## config.mk

```make
export PLATFORM = sky130hd
export DESIGN_NAME = int_stack_bytecode_executor_core_flat
export DESIGN_NICKNAME = d
export VERILOG_FILES = /design/src/hdl/isbe_pkg.sv /design/src/hdl/isbe_if.sv /design/src/hdl/int_stack_bytecode_executor_core.sv /design/src/hdl/isbe_front.sv /design/src/hdl/isbe_div.sv /design/src/hdl/isbe_back.sv /design/src/flat_wrapper.sv
export SDC_FILE = /design/constraint.sdc
export NUM_CORES = 2
export LEC_CHECK = 0
export ABC_AREA = 1
export BUFFER_PORTS_ARGS = -buffer_cell sky130_fd_sc_hd__clkbuf_2
export CAP_MARGIN = 10
export CORE_MARGIN = 2
export CORE_UTILIZATION = 53
export CTS_CLUSTER_SIZE = 40
export DETAILED_ROUTE_END_ITERATION = 6
export GPL_ROUTABILITY_DRIVEN = 0
export PLACE_DENSITY_LB_ADDON = 0.12
export SLEW_MARGIN = 20
export SYNTH_ARGS = -nofsm -noshare
export SYNTH_HDL_FRONTEND = slang
export SYNTH_SLANG_ARGS = --single-unit
```

## constraint.sdc

```tcl
create_clock -name clock -period 11.08 [get_ports clock]
set_input_delay 2.216 -clock clock [delete_from_list [all_inputs] [get_ports clock]]
set_output_delay 2.216 -clock clock [all_outputs]
set_load 0.005 [all_outputs]
```

## src/hdl/isbe_pkg.sv

```systemverilog
package isbe_pkg;

   localparam int STACK_DEPTH_DEF  = 16;
   localparam int LOCALS_DEPTH_DEF = 16;

   localparam logic [7:0] OP_ICONST_M1 = 8'h02;
   localparam logic [7:0] OP_ICONST_0  = 8'h03;
   localparam logic [7:0] OP_ICONST_5  = 8'h08;
   localparam logic [7:0] OP_BIPUSH    = 8'h10;
   localparam logic [7:0] OP_SIPUSH    = 8'h11;
   localparam logic [7:0] OP_ILOAD     = 8'h15;
   localparam logic [7:0] OP_ILOAD_0   = 8'h1a;
   localparam logic [7:0] OP_ILOAD_3   = 8'h1d;
   localparam logic [7:0] OP_ISTORE    = 8'h36;
   localparam logic [7:0] OP_ISTORE_0  = 8'h3b;
   localparam logic [7:0] OP_ISTORE_3  = 8'h3e;
   localparam logic [7:0] OP_IADD      = 8'h60;
   localparam logic [7:0] OP_ISUB      = 8'h64;
   localparam logic [7:0] OP_IMUL      = 8'h68;
   localparam logic [7:0] OP_IDIV      = 8'h6c;
   localparam logic [7:0] OP_IREM      = 8'h70;
   localparam logic [7:0] OP_INEG      = 8'h74;
   localparam logic [7:0] OP_IINC      = 8'h84;
   localparam logic [7:0] OP_RETURN    = 8'hb1;
   localparam logic [7:0] OP_GETSTATIC = 8'hb2;
   localparam logic [7:0] OP_INVOKE    = 8'hb6;

   localparam logic [1:0] KIND_VALUE  = 2'd0;
   localparam logic [1:0] KIND_RETURN = 2'd1;
   localparam logic [1:0] KIND_FAULT  = 2'd2;

   localparam logic [2:0] F_NONE    = 3'd0;
   localparam logic [2:0] F_OPCODE  = 3'd1;
   localparam logic [2:0] F_UNDER   = 3'd2;
   localparam logic [2:0] F_OVER    = 3'd3;
   localparam logic [2:0] F_DIVZERO = 3'd4;
   localparam logic [2:0] F_LOCAL   = 3'd5;

   typedef enum logic [3:0] {
      C_PUSH, C_LOAD, C_STORE, C_ADD, C_SUB, C_MUL, C_DIV, C_REM,
      C_NEG, C_INC, C_RET, C_NOP, C_INVOKE, C_BAD
   } cls_type;

   // classified instruction from the front part
   typedef struct packed {
      cls_type     cls;
      logic [31:0] imm;
      logic [7:0]  idx;
   } dec_type;

   typedef enum logic [2:0] {
      S_IDLE, S_RD, S_EXEC, S_DIV, S_DONE, S_HALT
   } state_type;

endpackage

```

## src/hdl/isbe_if.sv

```systemverilog
interface isbe_req_if;
   logic       valid;
   logic       ready;
   logic [7:0] opcode;
   logic [7:0] operand_hi;
   logic [7:0] operand_lo;
   modport source (output valid, opcode, operand_hi, operand_lo, input ready);
   modport sink (input valid, opcode, operand_hi, operand_lo, output ready);
endinterface

interface isbe_rsp_if;
   logic        valid;
   logic        ready;
   logic [1:0]  result_kind;
   logic signed [31:0] value;
   logic [2:0]  fault_code;
   modport source (output valid, result_kind, value, fault_code, input ready);
   modport sink (input valid, result_kind, value, fault_code, output ready);
endinterface

```

## src/hdl/int_stack_bytecode_executor_core.sv

```systemverilog
// integer bytecode executor: 2-entry instruction queue feeding an execute sequencer
// each instruction passes through the back sequencer states idle, read and execute
// results are held in the output register until taken; idiv/irem wait in the divide state for the divider
// a new instruction is taken only in the idle state, after the previous one's registered read and execute
// reset: synchronous, clears stack pointer, local valid bits and halt state
module int_stack_bytecode_executor_core #(
   parameter int STACK_DEPTH  = isbe_pkg::STACK_DEPTH_DEF,
   parameter int LOCALS_DEPTH = isbe_pkg::LOCALS_DEPTH_DEF
) (
   input  logic       clock,
   input  logic       reset,
   isbe_req_if.sink   req,
   isbe_rsp_if.source rsp
);
   import isbe_pkg::*;

   dec_type q_data;
   logic    q_valid, q_pop;

   isbe_front u_front (
      .clock(clock), .reset(reset), .req(req),
      .q_data(q_data), .q_valid(q_valid), .q_pop(q_pop)
   );

   isbe_back #(.STACK_DEPTH(STACK_DEPTH), .LOCALS_DEPTH(LOCALS_DEPTH)) u_back (
      .clock(clock), .reset(reset), .q_data(q_data), .q_valid(q_valid),
      .q_pop(q_pop), .rsp(rsp)
   );
endmodule

```

## src/hdl/isbe_front.sv

```systemverilog
module isbe_front (
   input  logic              clock,
   input  logic              reset,
   isbe_req_if.sink          req,
   output isbe_pkg::dec_type q_data,
   output logic              q_valid,
   input  logic              q_pop
);
   import isbe_pkg::*;

   localparam int QD = 2;

   dec_type    mem_ff [QD];
   logic       wp_ff, rp_ff;
   logic [1:0] cnt_ff;
   dec_type    d;
   logic       push;

   always_comb begin
      d.cls = C_BAD;
      d.imm = '0;
      d.idx = req.operand_hi;
      if (req.opcode >= OP_ICONST_M1 && req.opcode <= OP_ICONST_5) begin
         d.cls = C_PUSH;
         d.imm = {24'd0, req.opcode} - {24'd0, OP_ICONST_0};
      end else if (req.opcode == OP_BIPUSH) begin
         d.cls = C_PUSH;
         d.imm = {{24{req.operand_hi[7]}}, req.operand_hi};
      end else if (req.opcode == OP_SIPUSH) begin
         d.cls = C_PUSH;
         d.imm = {{16{req.operand_hi[7]}}, req.operand_hi, req.operand_lo};
      end else if (req.opcode == OP_ILOAD) begin
         d.cls = C_LOAD;
      end else if (req.opcode >= OP_ILOAD_0 && req.opcode <= OP_ILOAD_3) begin
         d.cls = C_LOAD;
         d.idx = req.opcode - OP_ILOAD_0;
      end else if (req.opcode == OP_ISTORE) begin
         d.cls = C_STORE;
      end else if (req.opcode >= OP_ISTORE_0 && req.opcode <= OP_ISTORE_3) begin
         d.cls = C_STORE;
         d.idx = req.opcode - OP_ISTORE_0;
      end else begin
         case (req.opcode)
            OP_IADD:      d.cls = C_ADD;
            OP_ISUB:      d.cls = C_SUB;
            OP_IMUL:      d.cls = C_MUL;
            OP_IDIV:      d.cls = C_DIV;
            OP_IREM:      d.cls = C_REM;
            OP_INEG:      d.cls = C_NEG;
            OP_IINC: begin
               d.cls = C_INC;
               d.imm = {{24{req.operand_lo[7]}}, req.operand_lo};
            end
            OP_RETURN:    d.cls = C_RET;
            OP_GETSTATIC: d.cls = C_NOP;
            OP_INVOKE:    d.cls = C_INVOKE;
            default:      d.cls = C_BAD;
         endcase
      end
   end

   assign req.ready = (cnt_ff != 2'(QD));
   assign push = req.valid && req.ready;
   assign q_valid = (cnt_ff != 2'd0);
   assign q_data = mem_ff[rp_ff];

   always_ff @(posedge clock) begin
      if (push) mem_ff[wp_ff] <= d;
      if (reset) begin
         wp_ff <= 1'b0;
         rp_ff <= 1'b0;
         cnt_ff <= '0;
      end else begin
         if (push) wp_ff <= ~wp_ff;
         if (q_pop) rp_ff <= ~rp_ff;
         cnt_ff <= cnt_ff + 2'(push) - 2'(q_pop);
      end
   end
endmodule

```

## src/hdl/isbe_div.sv

```systemverilog
module isbe_div (
   input  logic        clock,
   input  logic        reset,
   input  logic        start,
   input  logic [31:0] a,
   input  logic [31:0] b,
   output logic        done,
   output logic [31:0] quot,
   output logic [31:0] rem
);
   logic [31:0] q_ff, q_in, r_ff, r_in, d_ff;
   logic [5:0]  n_ff;
   logic        na_ff, nq_ff, busy_ff;
   logic [32:0] t;

   // restoring division on magnitudes, one bit a cycle
   always_comb begin
      t = {r_ff, q_ff[31]} - {1'b0, d_ff};
      if (!t[32]) begin
         r_in = t[31:0];
         q_in = {q_ff[30:0], 1'b1};
      end else begin
         r_in = {r_ff[30:0], q_ff[31]};
         q_in = {q_ff[30:0], 1'b0};
      end
   end

   always_ff @(posedge clock) begin
      if (start) begin
         q_ff <= a[31] ? (32'd0 - a) : a;
         d_ff <= b[31] ? (32'd0 - b) : b;
         r_ff <= '0;
         na_ff <= a[31];
         nq_ff <= a[31] ^ b[31];
      end else if (busy_ff) begin
         q_ff <= q_in;
         r_ff <= r_in;
      end
      if (reset) begin
         busy_ff <= 1'b0;
         n_ff <= '0;
      end else if (start) begin
         busy_ff <= 1'b1;
         n_ff <= 6'd32;
      end else if (busy_ff) begin
         n_ff <= n_ff - 6'd1;
         if (n_ff == 6'd1) busy_ff <= 1'b0;
      end
   end

   assign done = busy_ff && (n_ff == 6'd1);
   assign quot = nq_ff ? (32'd0 - q_in) : q_in;
   assign rem  = na_ff ? (32'd0 - r_in) : r_in;
endmodule

```

## src/hdl/isbe_back.sv

```systemverilog
module isbe_back #(
   parameter int STACK_DEPTH  = isbe_pkg::STACK_DEPTH_DEF,
   parameter int LOCALS_DEPTH = isbe_pkg::LOCALS_DEPTH_DEF
) (
   input  logic              clock,
   input  logic              reset,
   input  isbe_pkg::dec_type q_data,
   input  logic              q_valid,
   output logic              q_pop,
   isbe_rsp_if.source        rsp
);
   import isbe_pkg::*;

   localparam int SPW = $clog2(STACK_DEPTH + 1);
   localparam int SAW = (STACK_DEPTH > 1) ? $clog2(STACK_DEPTH) : 1;
   localparam int LAW = (LOCALS_DEPTH > 1) ? $clog2(LOCALS_DEPTH) : 1;

   logic [31:0] stk_mem [STACK_DEPTH];
   logic [31:0] loc_mem [LOCALS_DEPTH];
   logic [LOCALS_DEPTH-1:0] lvalid_ff;

   state_type   st_ff, st_in;
   dec_type     cur_ff;
   logic [SPW-1:0] sp_ff;
   logic [31:0] ra_ff, rb_ff, rl_ff;
   logic        lv_ff;
   logic [1:0]  kind_ff;
   logic [31:0] val_ff;
   logic [2:0]  code_ff;

   logic        need1, need2, is_push, uses_loc, loc_bad, under, over;
   logic [SAW-1:0] a1, a2;
   logic [LAW-1:0] li;
   logic [31:0] locv, res;
   logic        div_start, div_done;
   logic [31:0] dq, dr;

   // exec outcome
   logic        s_wr, l_wr, emit_en;
   logic [SAW-1:0] s_addr;
   logic [31:0] s_data, l_data;
   logic [SPW-1:0] sp_new;
   logic [1:0]  e_kind;
   logic [31:0] e_val;
   logic [2:0]  e_code;

   assign need1 = cur_ff.cls == C_STORE || cur_ff.cls == C_NEG
      || cur_ff.cls == C_INVOKE;
   assign need2 = cur_ff.cls == C_ADD || cur_ff.cls == C_SUB || cur_ff.cls == C_MUL
      || cur_ff.cls == C_DIV || cur_ff.cls == C_REM;
   assign is_push = cur_ff.cls == C_PUSH || cur_ff.cls == C_LOAD;
   assign uses_loc = cur_ff.cls == C_LOAD || cur_ff.cls == C_STORE
      || cur_ff.cls == C_INC;
   assign loc_bad = {24'd0, cur_ff.idx} >= 32'(LOCALS_DEPTH);
   assign under = (need1 && sp_ff < SPW'(1)) || (need2 && sp_ff < SPW'(2));
   assign over = is_push && (sp_ff == SPW'(STACK_DEPTH));
   assign a1 = SAW'(sp_ff - SPW'(1));
   assign a2 = SAW'(sp_ff - SPW'(2));
   assign li = LAW'(cur_ff.idx);
   assign locv = lv_ff ? rl_ff : 32'd0;

   always_ff @(posedge clock) begin
      if (st_ff == S_RD) begin
         rb_ff <= stk_mem[a1];
         ra_ff <= stk_mem[a2];
         rl_ff <= loc_mem[li];
         lv_ff <= lvalid_ff[li];
      end
   end

   always_comb begin
      case (cur_ff.cls)
         C_ADD:   res = ra_ff + rb_ff;
         C_SUB:   res = ra_ff - rb_ff;
         C_MUL:   res = ra_ff * rb_ff;
         C_DIV:   res = dq;
         C_REM:   res = dr;
         default: res = 32'd0;
      endcase
   end

   isbe_div u_div (
      .clock(clock), .reset(reset), .start(div_start), .a(ra_ff), .b(rb_ff),
      .done(div_done), .quot(dq), .rem(dr)
   );

   always_comb begin
      s_wr = 1'b0; l_wr = 1'b0; emit_en = 1'b0;
      s_addr = a1; s_data = res; l_data = rb_ff; sp_new = sp_ff;
      e_kind = KIND_FAULT; e_val = 32'd0; e_code = F_NONE;
      div_start = 1'b0;
      if (st_ff == S_EXEC) begin
         if (cur_ff.cls == C_BAD) begin
            emit_en = 1'b1; e_code = F_OPCODE;
         end else if (under) begin
            emit_en = 1'b1; e_code = F_UNDER;
         end else if (over) begin
            emit_en = 1'b1; e_code = F_OVER;
         end else if (uses_loc && loc_bad) begin
            emit_en = 1'b1; e_code = F_LOCAL;
         end else begin
            case (cur_ff.cls)
               C_PUSH: begin
                  s_wr = 1'b1; s_addr = SAW'(sp_ff); s_data = cur_ff.imm;
                  sp_new = sp_ff + SPW'(1);
               end
               C_LOAD: begin
                  s_wr = 1'b1; s_addr = SAW'(sp_ff); s_data = locv;
                  sp_new = sp_ff + SPW'(1);
               end
               C_STORE: begin
                  l_wr = 1'b1; sp_new = sp_ff - SPW'(1);
               end
               C_INC: begin
                  l_wr = 1'b1; l_data = locv + cur_ff.imm;
               end
               C_ADD, C_SUB, C_MUL: begin
                  s_wr = 1'b1; s_addr = a2; sp_new = sp_ff - SPW'(1);
               end
               C_DIV, C_REM: begin
                  if (rb_ff == 32'd0) begin
                     emit_en = 1'b1; e_code = F_DIVZERO;
                  end else begin
                     div_start = 1'b1;
                  end
               end
               C_NEG: begin
                  s_wr = 1'b1; s_data = 32'd0 - rb_ff;
               end
               C_RET: begin
                  emit_en = 1'b1; e_kind = KIND_RETURN;
               end
               C_INVOKE: begin
                  emit_en = 1'b1; e_kind = KIND_VALUE; e_val = rb_ff;
                  sp_new = sp_ff - SPW'(1);
               end
               default: ;
            endcase
         end
      end else if (st_ff == S_DIV && div_done) begin
         s_wr = 1'b1; s_addr = a2; sp_new = sp_ff - SPW'(1);
      end
   end

   always_comb begin
      st_in = st_ff;
      case (st_ff)
         S_IDLE: if (q_valid) st_in = S_RD;
         S_RD:   st_in = S_EXEC;
         S_EXEC: begin
            if (emit_en) st_in = S_DONE;
            else if (div_start) st_in = S_DIV;
            else st_in = S_IDLE;
         end
         S_DIV:  if (div_done) st_in = S_IDLE;
         S_DONE: begin
            if (rsp.ready) st_in = (kind_ff == KIND_VALUE) ? S_IDLE : S_HALT;
         end
         S_HALT: st_in = S_HALT;
         default: st_in = S_IDLE;
      endcase
   end

   // halted: keep draining the queue and drop items
   assign q_pop = q_valid && (st_ff == S_IDLE || st_ff == S_HALT);
   assign rsp.valid = st_ff == S_DONE;
   assign rsp.result_kind = kind_ff;
   assign rsp.value = val_ff;
   assign rsp.fault_code = code_ff;

   always_ff @(posedge clock) begin
      if (st_ff == S_IDLE && q_valid) cur_ff <= q_data;
      if (s_wr) stk_mem[s_addr] <= s_data;
      if (l_wr) loc_mem[li] <= l_data;
      if (emit_en) begin
         kind_ff <= e_kind;
         val_ff <= e_val;
         code_ff <= e_code;
      end
      if (reset) begin
         st_ff <= S_IDLE;
         sp_ff <= '0;
         lvalid_ff <= '0;
      end else begin
         st_ff <= st_in;
         sp_ff <= sp_new;
         if (l_wr) lvalid_ff[li] <= 1'b1;
      end
   end
endmodule
```

## src/flat_wrapper.sv

```systemverilog
// flat-port wrapper written by rule: the top's interface ports become plain ports
module int_stack_bytecode_executor_core_flat import isbe_pkg::*;
#(
   parameter int STACK_DEPTH  = isbe_pkg::STACK_DEPTH_DEF,
   parameter int LOCALS_DEPTH = isbe_pkg::LOCALS_DEPTH_DEF
)
  (clock, reset, req_valid, req_opcode, req_operand_hi, req_operand_lo, req_ready, rsp_valid, rsp_result_kind, rsp_value, rsp_fault_code, rsp_ready);
  isbe_req_if req_i ();
  isbe_rsp_if rsp_i ();
  input  logic clock;
  input  logic reset;
  input wire logic [$bits(req_i.valid)-1:0] req_valid;
  input wire logic [$bits(req_i.opcode)-1:0] req_opcode;
  input wire logic [$bits(req_i.operand_hi)-1:0] req_operand_hi;
  input wire logic [$bits(req_i.operand_lo)-1:0] req_operand_lo;
  output wire logic [$bits(req_i.ready)-1:0] req_ready;
  output wire logic [$bits(rsp_i.valid)-1:0] rsp_valid;
  output wire logic [$bits(rsp_i.result_kind)-1:0] rsp_result_kind;
  output wire logic [$bits(rsp_i.value)-1:0] rsp_value;
  output wire logic [$bits(rsp_i.fault_code)-1:0] rsp_fault_code;
  input wire logic [$bits(rsp_i.ready)-1:0] rsp_ready;
  assign req_i.valid = req_valid;
  assign req_i.opcode = req_opcode;
  assign req_i.operand_hi = req_operand_hi;
  assign req_i.operand_lo = req_operand_lo;
  assign req_ready = req_i.ready;
  assign rsp_valid = rsp_i.valid;
  assign rsp_result_kind = rsp_i.result_kind;
  assign rsp_value = rsp_i.value;
  assign rsp_fault_code = rsp_i.fault_code;
  assign rsp_i.ready = rsp_ready;
  int_stack_bytecode_executor_core #(.STACK_DEPTH(STACK_DEPTH), .LOCALS_DEPTH(LOCALS_DEPTH)) u_core (.clock(clock), .reset(reset), .req(req_i), .rsp(rsp_i));
endmodule
```

# Word-level counts from Yosys, hierarchy flattened
# Memories as Yosys holds them, arrays and structs flattened. A register that Yosys moved wholly into a read port is not among the register bits.
# Index checks and enable logic that the tools add are counted.
# classes
bitwise	6
n_addsub	17
n_reduce_logical	45
n_eq_ne	42
muxes	110
order_cmp	11
mul	1
# ops
cell	count
$mux 32	21
$pmux 32 s5	1
$sub 1x32->32 const A	4
$mux 36	3
$pmux 32 s3	1
$mux 40	2
$add 32x32->32	2
$eq 8x7->1 const B	6
$mux 4	10
$mux 8	5
$pmux 4 s10	1
$mux 1	39
$sub 33x32->33	1
$eq 8x8->1 const B	4
$logic_not 32->1	1
$mul 32x32->32	1
$sub 32x32->32	1
$mux 31	1
$mux 5	6
$eq 8x5->1 const B	3
$mux 3	8
$eq 4x4->1 const B	5
$pmux 3 s6	1
$eq 4x3->1 const B	4
other kinds (54)	101
# totals
regBits	171
memories	3
inputBits	28
ramBits	1112
wordCells	256
output_inout_bits	39
# memory_table
memory	words	width	read_ports	rd_ports_with_merged_regs	write_ports	line	rtl
u_core.u_back.loc_mem	16	32	1	1	1	isbe_back.sv:19	logic [31:0] loc_mem [LOCALS_DEPTH];
u_core.u_back.stk_mem	16	32	2	2	1	isbe_back.sv:18	logic [31:0] stk_mem [STACK_DEPTH];
u_core.u_front.mem_ff	2	44	1	1	1	isbe_front.sv:13	dec_type mem_ff [QD];

# Longest topological paths before layout
# depth
word_depth	13
ltp_mapped	38

# Cells and area by module
# A second synthesis with hierarchy kept.
# unflattened
hier_cells	9389
area_unflattened_um2	87082.3
# modules_own_cells
module	area_each_um2	cells_each	instances	seq_area_each_um2
isbe_back	73466.7	7440	1	36575.1
isbe_div	10132.2	1582	1	2762.6
isbe_front	3483.3	367	1	1781.7

# Least setup slack after synthesis
# OpenSTA, ideal clock, no wires.
# synth_timing
path_type	register to register
from	register u_core.u_back.st_ff[0]
to	register u_core.u_back.lv_ff, enable pin
setup_ns	0.674
stages_incl_launch_ff	3
synth_period_minus_slack_ns	7.681
path_slack_ns	3.399
n_path_buf	0
arrival_time_ns	7.008
path_cell_list	dfxtp_1 inv_1 nor3_1
# synth_between
elab_chain_len	1
# synth_rtl
item	line	rtl
from (decl)	isbe_back.sv:22	state_type st_ff, st_in;
from (signal assigned)	isbe_back.sv:185	st_ff <= st_in;
$eq 3x1->1	isbe_back.sv:63	if (st_ff == S_RD) begin
to (signal assigned)	isbe_back.sv:67	lv_ff <= lvalid_ff[li];
to (decl)	isbe_back.sv:26	logic lv_ff;
# Every way passes these cells.
# A chain may end at the register's enable or synchronous reset.

# Final worst setup path
# layout_timing
from	register u_core.u_back.rb_ff[2] (read register of u_core.u_back.stk_mem)
to	memory u_core.u_back.stk_mem[12][29], data pin
# layout_between
elab_chain_len	8
# layout_rtl
item	line	rtl
from (decl)	isbe_back.sv:25	logic [31:0] ra_ff, rb_ff, rl_ff;
$mul 32x32->32 (tied with other cells)	isbe_back.sv:75	C_MUL: res = ra_ff * rb_ff;
$pmux 32 s5	isbe_back.sv:72	case (cur_ff.cls)
$pmux 32 s3	isbe_back.sv:102	case (cur_ff.cls)
$mux 32	isbe_back.sv:99	end else if (uses_loc && loc_bad) begin
$mux 32	isbe_back.sv:97	end else if (over) begin
$mux 32	isbe_back.sv:95	end else if (under) begin
$mux 32	isbe_back.sv:93	if (cur_ff.cls == C_BAD) begin
$mux 32 *	isbe_back.sv:92	if (st_ff == S_EXEC) begin
named net u_core.u_back.s_data[29]	isbe_back.sv:41	logic [31:0] s_data, l_data;
to (decl)	isbe_back.sv:18	
# Mark *: on every way through the listed nets, which the timed path passes. The rest lies on a longest branch.

==> impl_results.md <==
- 1st-iter DRT viols: 8,985
- Final setup violation count: 0
- Initial core utilization: 53.4%
- Yosys cell types: 75
- Drt pass-1 iters: 7
- DR WL/cell: 24.6 um
- Die Width: 406 um
- Largest net degree at the start of global routing: 217
- Unrepaired setup endpoints after global routing: no
- Status: finished, violations left
- Clk sinks: 1,375
- Layout area overhead: 8.86%
- Worst Path Required: 11,380 ps
- Ys flop type: edfxtp_1
- Final Hold Violating Endpoints: 0
- Syn Area/Cell: 9.25 um2
- DRT Wirelength: 281,000 um
- Post-DRT Antenna Nets: 0
- Failing checks: design-rule violations
- Critical Path AT: 8950 ps
- Number of max-cap violations: 0
- Io pins: 67
- Vias in the first global route: 66,200
- CP most frequent cell: fa_1
- DR vias/cell: 6.09
- Mapped Cells: 9,266
- Core area: 161,000 um2
- Setup Fix Bufs, Post-CTS: 0
- TritonCTS clock tree: yes
- CTS Hold Buffers Added: 0
- Slowest stage delay, CP: 990 ps
- Worst setup EP type: flop
- Worst slew pin tran: 1240 ps
- Startpoint Class: flop
- Max-slew headroom: 17.4%
- Vert. Die Dim: 406 um
- Num CTS Buffers: 149
- Register area share after synthesis: 47.4%
- Highest clock rate: 116 MHz
- Tcrit/Tclk final: 78.1%
- Crit-path max FO: 18
- Final setup TNS: 0 ps
- FFs w/ async S/R, synth: 0%
- Share of the synthesized area in the top cell type: 45.8%
- H-tree lvl count: 4
- Crit-path cells: buf_4 -> nand2_1 -> inv_1 -> fa_1 -> inv_1 -> fa_1 -> fa_1 -> fa_1 -> inv_1 -> fa_1 -> inv_1 -> fa_1 -> inv_1 -> fa_1 -> fa_1 -> ha_1 -> a21oi_1 -> o21ai_0 -> a21oi_1 -> o211ai_1 -> o21ai_0 -> nand2_1 -> inv_1 -> nand4_1
- WS Path Type: reg -> reg
- Post-synth EDFFs: 1,308
- Initial antenna violation count: 9
- Commonest non-fill, non-tap cell in the layout: nand2_1
- DRC Markers: 3
- Commonest cells after routing, fill and taps aside: 1,752 x nand2_1, 1,404 x inv_1, 1,308 x edfxtp_1
- Cell area after synthesis: 85,700 um2
- Post-CTS resize count: 0
- Post-synth top area cell: edfxtp_1
- Post-Route Skew: 50.2 ps
- Insertion delay of the later-clocked pin in the worst-skew pair: 830 ps
- Largest cells by area after synthesis: edfxtp_1 46%, fa_1 9.6%, nand2_1 7.7%
- Die area: 165,000 um2
- Hold/Removal Path Class: reg -> reg
- Final Max Slew Viols: 0
- Port bufs: 66
- Layout cells sized above 1: 6.92%
- Slowest-stage cell, CP: edfxtp_1
- Min Tclk post-route: 8650 ps
- Yosys reg bits: 1,375
- Via count: 69,600
- Clock Tree Root: clkbuf_16
- YS warnings: 0
- GR Util All Layers: 33.9%
- Nets: 9,812
- GR Overflow Total: 0
- First-pass GRT wire length: 416,000 um
- Clock Path Buffers: 3
- Clk slew on worst S/H paths: 60 ps
- Post-detail-place hpwl: 185,000 um
- Num rows: 147
- Syn_nets: 9,944
==> metrics by stage <==
step	worst slack, ps	instance area [um2]	std cells	utilization, %	hold slack [ps]
after detailed placement	2630	88300	11100	55.0	454
after global placement	2680	88300	11100	55.0	448
after floorplan	3400	85700	9266	-	424
final	2430	93300	11400	58.1	467
after global routing	2180	93300	11400	58.1	483
after CTS	2620	93300	11400	58.1	468
==> area by class of cell <==
class | count | area [um2]
clock inverter | 90 | 1000
fill | 13800 | 67200
sequential | 1375 | 40600
tap | 2160 | 2700
clock buffer | 184 | 3970
inverter | 1448 | 5460
multi-input combinational | 5940 | 38000
antenna | 1 | 2.50
timing repair buffer | 220 | 1560
==> worst max-delay path, delay by kind of cell, from the launching register on <==
kind | cells | cell delay (ps)
flip-flops | 1 | 990
AO/OA/AOI/OAI | 5 | 1300
buffers and inverters | 7 | 810
adder cells (fa/ha/maj) | 9 | 4190
AND/OR/NAND/NOR | 3 | 830
==> final timing paths <==
kind                                               to                                     start  slack [ps]  cells past startpoint
max           u_core.u_back.stk_mem[12][29]$_DFFE_PP_          u_core.u_back.rb_ff[2]$_DFFE_PP_        2430                     24
min          u_core.u_back.lvalid_ff[10]$_SDFFE_PP0P_  u_core.u_back.lvalid_ff[10]$_SDFFE_PP0P_         470                      1
max reg2reg   u_core.u_back.stk_mem[12][29]$_DFFE_PP_          u_core.u_back.rb_ff[2]$_DFFE_PP_        2430                     24
min reg2reg  u_core.u_back.lvalid_ff[10]$_SDFFE_PP0P_  u_core.u_back.lvalid_ff[10]$_SDFFE_PP0P_         470                      1
==> sequential cells by signal, summed over array words and instances (netlist names), 6 cells and up <==
name,count
u_core.u_back.u_div.q_ff,32
u_core.u_back.rsp.value,32
u_core.u_back.u_div.d_ff,32
u_core.u_back.cur_ff,28
u_core.u_back.rl_ff,32
u_core.u_back.u_div.r_ff,32
u_core.u_back.rb_ff,32
u_core.u_back.u_div.n_ff,6
u_core.u_back.lvalid_ff,16
u_core.u_back.loc_mem,512
u_core.u_back.stk_mem,512
u_core.u_back.ra_ff,32
u_core.u_front.mem_ff,56
==> layer usage <==
layer / routed length, um / share of wire, % / vias up / global-route usage, %
li1: - / - / 31000 / -
met1: 112000 / 40 / 33800 / 48.1
met2: 123000 / 44 / 4056 / 50.4
met3: 32000 / 11 / 689 / 6.82
met4: 14000 / 5.0 / 10 / 15.3
met5: 70 / 0.025 / - / 0
==> Yosys cell counts (22+ instances only) <==
library cell,n
o21a_1,22
o21ai_0,804
inv_1,1408
or4_1,33
nand2_1,1755
ha_1,239
inv_2,34
dfxtp_1,67
nand2_2,25
a31oi_1,25
nor3_1,67
o211ai_1,124
nor2_2,28
xor2_1,86
nand3_1,376
o221ai_1,102
fa_1,411
xnor2_1,59
buf_1,54
a21oi_1,521
o21ai_1,28
a22oi_1,265
edfxtp_1,1308
nand4_1,50
nor2_1,627
or2_2,22
clkbuf_1,421
o22ai_1,104
==> logic make-up after synthesis <==
kind of cell | share of synthesized area, %
compound gates | 14.4
xor+xnor | 1.50
fa+ha+maj | 13.1
buf+inv | 8.63
flops | 47.4
mux | 0.0584
simple gates | 15.0
Power is left out: the tool's default activity adds up to more than one toggle a clock period on the data nets, which glitch-free logic cannot reach.
